$ cat config.mk
export PLATFORM = sky130hd
export DESIGN_NAME = pbcst_ctrl
export DESIGN_NICKNAME = d
export VERILOG_FILES = /design/src/rtl/core/pbcst_pkg.sv /design/src/rtl/core/pbcst_ctrl.sv
export SDC_FILE = /design/constraint.sdc
export NUM_CORES = 1
export LEC_CHECK = 0
export BUFFER_PORTS_ARGS = -buffer_cell sky130_fd_sc_hd__buf_2
export CORE_AREA = 8 8 45 47
export DETAILED_ROUTE_END_ITERATION = 12
export DIE_AREA = 0 0 53 55
export GPL_TIMING_DRIVEN = 1
export PLACE_DENSITY = 0.47
export SLEW_MARGIN = 10
export SYNTH_ARGS = -nofsm -noshare
export SYNTH_HDL_FRONTEND = slang
export SYNTH_SLANG_ARGS = --single-unit
$ cat constraint.sdc
create_clock -name clk -period 4.1 [get_ports clk]
set_clock_uncertainty 0.2 [all_clocks]
set_input_delay 1.025 -clock clk [delete_from_list [all_inputs] [get_ports clk]]
set_output_delay 1.025 -clock clk [all_outputs]
set_load 0.1 [all_outputs]
$ cat src/rtl/core/pbcst_pkg.sv
package pbcst_pkg;

	// Configuration register indexes
	typedef enum logic [2:0] {
		CFG_BOX_XX   = 3'd0,
		CFG_BOX_YX   = 3'd1,
		CFG_BOX_YY   = 3'd2,
		CFG_BOX_ZX   = 3'd3,
		CFG_BOX_ZY   = 3'd4,
		CFG_BOX_ZZ   = 3'd5,
		CFG_PBC_DIMS = 3'd6
	} pbcst_cfg_idx_t;

	localparam int unsigned CfgIdxW  = 3;
	localparam int unsigned CfgDataW = 32;
	localparam int unsigned CoordW   = 32;
	localparam int unsigned DiagW    = 31;
	localparam int unsigned ShiftW   = 8;
	localparam int unsigned IndexW   = 10;

	// Controller to datapath
	typedef struct packed {
		logic clear;   // write one zero entry of the shift store
		logic load;    // capture a new beat, start the store read
		logic start;   // take the shifts, set up the first dimension
		logic step;    // one correction or dimension advance
		logic finish;  // write back shifts, fill the result register
	} pbcst_cmd_t;

	// Datapath to controller
	typedef struct packed {
		logic clr_last;  // clearing pass is on its last entry
		logic no_dims;   // no periodic dimension configured
		logic dim_done;  // current dimension is in range or at the wrap limit
		logic last_dim;  // current dimension is x
		logic out_free;  // result register can take a new beat
	} pbcst_status_t;

endpackage

$ cat src/rtl/core/pbcst_ctrl.sv
module pbcst_ctrl
	import pbcst_pkg::*;
(
	input  logic          clk,
	input  logic          arst_n,
	input  logic          in_valid,
	output logic          in_ready,
	input  pbcst_status_t st,
	output pbcst_cmd_t    cmd
);

	typedef enum logic [4:0] {
		S_CLEAR = 5'b00001,
		S_IDLE  = 5'b00010,
		S_READ  = 5'b00100,
		S_WRAP  = 5'b01000,
		S_DONE  = 5'b10000
	} pbcst_state_t;

	pbcst_state_t state_q, state_d;

	// Command decode
	always_comb begin
		cmd        = '0;
		cmd.clear  = (state_q == S_CLEAR);
		cmd.load   = (state_q == S_IDLE) && in_valid;
		cmd.start  = (state_q == S_READ);
		cmd.step   = (state_q == S_WRAP);
		cmd.finish = (state_q == S_DONE) && st.out_free;
	end

	assign in_ready = (state_q == S_IDLE);

	// Next state
	always_comb begin
		state_d = state_q;
		unique case (state_q)
			S_CLEAR: begin
				if (st.clr_last) state_d = S_IDLE;
			end
			S_IDLE: begin
				if (in_valid) state_d = S_READ;
			end
			S_READ: begin
				state_d = st.no_dims ? S_DONE : S_WRAP;
			end
			S_WRAP: begin
				if (st.dim_done && st.last_dim) state_d = S_DONE;
			end
			S_DONE: begin
				if (st.out_free) state_d = S_IDLE;
			end
			default: state_d = S_CLEAR;
		endcase
	end

	always_ff @(posedge clk or negedge arst_n) begin
		if (!arst_n) begin
			state_q <= S_CLEAR;
		end else begin
			state_q <= state_d;
		end
	end

	// Checks
	a_accept_reads: assert property (@(posedge clk) disable iff (!arst_n)
		(in_valid && in_ready) |=> (state_q == S_READ))
		else $error("accepted beat did not start a store read");

	a_last_dim_done: assert property (@(posedge clk) disable iff (!arst_n)
		(state_q == S_WRAP && st.dim_done && st.last_dim) |=> (state_q == S_DONE))
		else $error("last dimension finished without moving to write-back");

	a_finish_free: assert property (@(posedge clk) disable iff (!arst_n)
		cmd.finish |-> st.out_free)
		else $error("result written while result register busy");

endmodule

Word-level counts from Yosys, hierarchy flattened

Index checks and enable logic that the tools add are counted.

Reduce and logical (&&, ||, !) cells: 4
Equality and inequality tests: 9
Multiplexer cells: 6

Operators by type and width:

| kind                                                                     | count |
|---|---|
| 5-bit 2-to-1 mux                                                         | 5 |
| 5-bit case mux with 5 select lines                                       | 1 |
| 2-bit inequality test (second input constant)                            | 3 |
| 5-bit by 1-bit equality test with 1-bit output (second input constant)   | 1 |
| 5-bit by 2-bit equality test with 1-bit output (second input constant)   | 1 |
| 5-bit by 3-bit equality test with 1-bit output (second input constant)   | 1 |
| 5-bit by 4-bit equality test with 1-bit output (second input constant)   | 1 |
| 5-bit equality test (second input constant)                              | 1 |
| 4-bit AND reduction                                                      | 1 |
| 1-bit logical AND                                                        | 3 |
| 2-bit by 1-bit inequality test with 1-bit output (second input constant) | 1 |

Flip-flop bits (word level): 5
Input bits: 8
Output and inout port bits: 6
Logic and storage cells: 20

Logic depth before layout (Yosys ltp)

Word-level depth: 3
Mapped depth: 5
Mapped depth without buffers: 5

Worst setup path before layout

Ideal clock, no wire load.

Path type: register to output
Start: register state_q[2]
End: output port cmd[3] in the netlist's numbering
Cell stages (with the launch flop): 5
Path buffers: 0
Data required time: 2875 ps
Arrival time: 2989 ps
Path slack: -114 ps
Path through: dfrtp_1 nor2_1 nand2_1 nor2_1 and2_1

RTL lines:

| item                     | line             | source |
|---|---|---|
| start: declaration       | pbcst_ctrl.sv:20 | `pbcst_state_t state_q, state_d;` |
| start signal: assignment | pbcst_ctrl.sv:61 | `state_q <= state_d;` |
| end: declaration         | pbcst_ctrl.sv:9  | `output pbcst_cmd_t cmd` |

==> flow_summary.json <==
{
  "ys_warn_count": 0,
  "critical-path-max-stage-delay_ps": 410,
  "dp_hpwl_um": 699,
  "slew_viol_final": 0,
  "synthesized_area_fraction_occupied_by_ao_oa_aoi_and_oai_cells_pct": 25.8,
  "cts.root.buffer_cell": "clkbuf_4",
  "top_register": "state_q",
  "fin_setup_tns_ps": 0,
  "place.detailed.instances": 69,
  "outcome": "finished clean",
  "ys.flop_type": "dfrtp_1",
  "synth_common_cells": "nor2_1 (5), dfrtp_1 (4), nand2_1 (4), nand2b_1 (3)",
  "final_area_um2": 453,
  "ctsHoldBuffers": 0,
  "postSynthRegisterBits": 5,
  "cts.path.max_buffers": 2,
  "timing.max_cap.violations": 0,
  "synth.distinct_cells": 23,
  "synth.most_common_cell": "nor2_1",
  "cts_htree_levels": 1,
  "power_density_mw_per_mm2": 790,
  "wl_um": 837,
  "placeableCoreArea_mm2": 0.00138,
  "worst_path_cell_with_the_longest_stage_delay": "buf_2",
  "drcViolationCount": 0,
  "crit_arrival_ps": 1820,
  "diodes": 0,
  "synth_simple_gate_area_share_pct": 34.7,
  "synthToLayoutAreaGrowth_pct": 33.6,
  "drt_pass1_iterations": 4,
  "final_min_period_over_clock_period_pct": 74.3,
  "grt_first_pass_wirelength_mm": 1.35,
  "dieArea_mm2": 0.00292,
  "synthesis.area_um2": 339,
  "initial_utilization_pct": 24.5,
  "portion_of_the_post_synthesis_area_used_by_sequential_elements_pct": 37.3,
  "antenna_left": 0,
  "post-synth-top-area-cell": "dfrtp_1",
  "cell_area_placed_um2": 427,
  "layout.area.seq_um2": 126,
  "cts_buffers": 3,
  "synthArstFlopShare_pct": 100,
  "largest_register_ffs": 5,
  "crit_path_end_kind": "output port",
  "fin_nets": 66,
  "floorplan.rows": 14,
  "main_combinational_cell_family_by_area_after_synthesis": "simple AND/OR/NAND/NOR gates",
  "die-width_um": 53,
  "postCtsResizedCells": 0,
  "detail_route.vias_per_cell": 4.85,
  "critical_path.top_delay_family": "simple AND/OR/NAND/NOR gates",
  "boundaryPins": 14,
  "grt_pass1_vias": 317,
  "drtIter0Drc": 3,
  "vias_after_detailed_routing": 354,
  "cp_cell_sequence": "nor2_1 -> nand2_1 -> nor2_2 -> and2_1 -> buf_2",
  "place.port_buffers": 13,
  "synthAdderAreaFrac_pct": 0,
  "clk_pin_slew_ps": 40,
  "setup_repair_after_global_routing_missed_its_margin": "false",
  "worst-setup-path-type": "flop to output port",
  "worst-slew-pin-transition_ps": 490,
  "synthesis.area_per_instance_um2": 8.48,
  "grt_max_degree": 9,
  "post_synth_inst_count": 40,
  "grt_usage_pct": 6.42,
  "setup_violations": 0,
  "timing.final.crit_period_ps": 3050,
  "instances_no_fill": 73,
  "critical_path.n_buffers_inverters": 1,
  "cts_tree": "yes",
  "clock_insertion_delay_worst_skew_ps": 240,
  "drt-wirelength-per-cell_um": 11.5,
  "netlist.area_leader.share_pct": 29.5,
  "routabilityCongestion": 0.713,
  "gr-total-overflow": 0,
  "slew-limit-headroom_pct": 67.6,
  "synth_top_cells_by_area": "dfrtp_1 (30%), dfstp_2 (7.7%), nand2b_1 (5.5%)",
  "critPathRequiredTime_ps": 2870,
  "crit_path_start_kind": "flop",
  "critPathMaxFanout": 6,
  "largestRegisters": "state_q (5)",
  "cts_num_sinks": 5,
  "initial_antenna_violation_count": 0,
  "multi_input_area_um2": 208,
  "fmax_mhz": 328,
  "timing.hold.worst.class": "flop to flop",
  "dieHeight_um": 55,
  "synth_nets": 48,
  "hold_vio_cnt_final": 0,
  "num-fill-cells": 150,
  "synth_mux_area_share_pct": 0,
  "post_cts_setup_inserts": 0,
  "drive_gt1_share_pct": 35.1,
  "max-vdd-ir-drop_v": 0.000275,
  "number_of_enable_type_register_cells_in_the_synthesized_netlist": 0,
  "cellLeakagePower_nw": 0.226,
  "synth_xor_xnor_area_share_pct": 0,
  "totalPowerFinal_mw": 0.358
}
==> kinds of logic after synthesis <==
logic type,after synthesis
AOI/OAI and AO/OA,11
buffers and inverters,2
and+or+nand+nor,22
DFF,5
==> area by class of cell <==
| class | count | area share, % |
|---|---|---|
| Timing Repair Buffer | 13 | 14.4 |
| Tap cell | 16 | 4.42 |
| Sequential cell | 5 | 27.9 |
| Multi-Input combinational cell | 33 | 45.9 |
| Clock buffer | 4 | 5.80 |
| Inverter | 2 | 1.66 |
==> stage by stage <==
step | hold slack, ps | utilization (%) | setup slack [ps]
CTS | 330 | 32.7 | 1040
detailed placement | 323 | 30.8 | 1180
global placement | 328 | 30.8 | 1190
finish | 327 | 32.7 | 1050
floorplan | 304 | - | 386
global route | 345 | 32.7 | 852
==> worst register-to-register path, cell delays in order, from the launching register on <==
cell and delay [ps]:
dfrtp_1 390, nor2_1 300, nand2_1 180, o221ai_2 270, nor3_1 90, o21a_1 190
==> per-layer routing <==
layer  wire length, um  track usage (%)
met1               390             7.38
met2               364             9.38
met3                83             4.01
met4                 0             2.59
met5                 0                0
==> final timing paths <==
check / start / cells after the start / slack [ps] / to
min in group asynchronous: arst_n / 1 / 390 / state_q[2]
worst max register to register: state_q[2] / 5 / 2370 / state_q[1]
max in group asynchronous: arst_n / 1 / 3110 / state_q[0]
worst max-delay path: state_q[2] / 5 / 1050 / cmd[3]
worst min register to register: state_q[0] / 1 / 330 / state_q[0]
worst min-delay path: state_q[0] / 1 / 330 / state_q[0]
==> cells in the final DEF (no fill, tap or decap) <==
master / count
nand4b_1: 1
nor2b_1: 2
inv_1: 1
nor2_2: 1
o31ai_1: 1
o21ai_0: 1
nor3_1: 2
inv_2: 1
and2_1: 2
nand2b_1: 3
a311oi_1: 1
clkbuf_4: 3
dfrtp_1: 4
dfstp_2: 1
and4_1: 1
o22a_1: 1
o21a_1: 1
buf_2: 13
o221ai_2: 1
and3_1: 2
clkbuf_1: 1
a2bb2oi_1: 1
a21oi_1: 2
a31oi_1: 1
nor2_1: 4
nand2_1: 4
o311a_1: 1
==> report_power, final <==
part | switching, mW | total [mW] | internal (mW)
Clock | 0.0191 | 0.0558 | 0.0367
Combinational | 0.161 | 0.220 | 0.0586
Sequential | 0.0153 | 0.0823 | 0.0670
Total | 0.196 | 0.358 | 0.162
(Power assumes the default switching activity.)
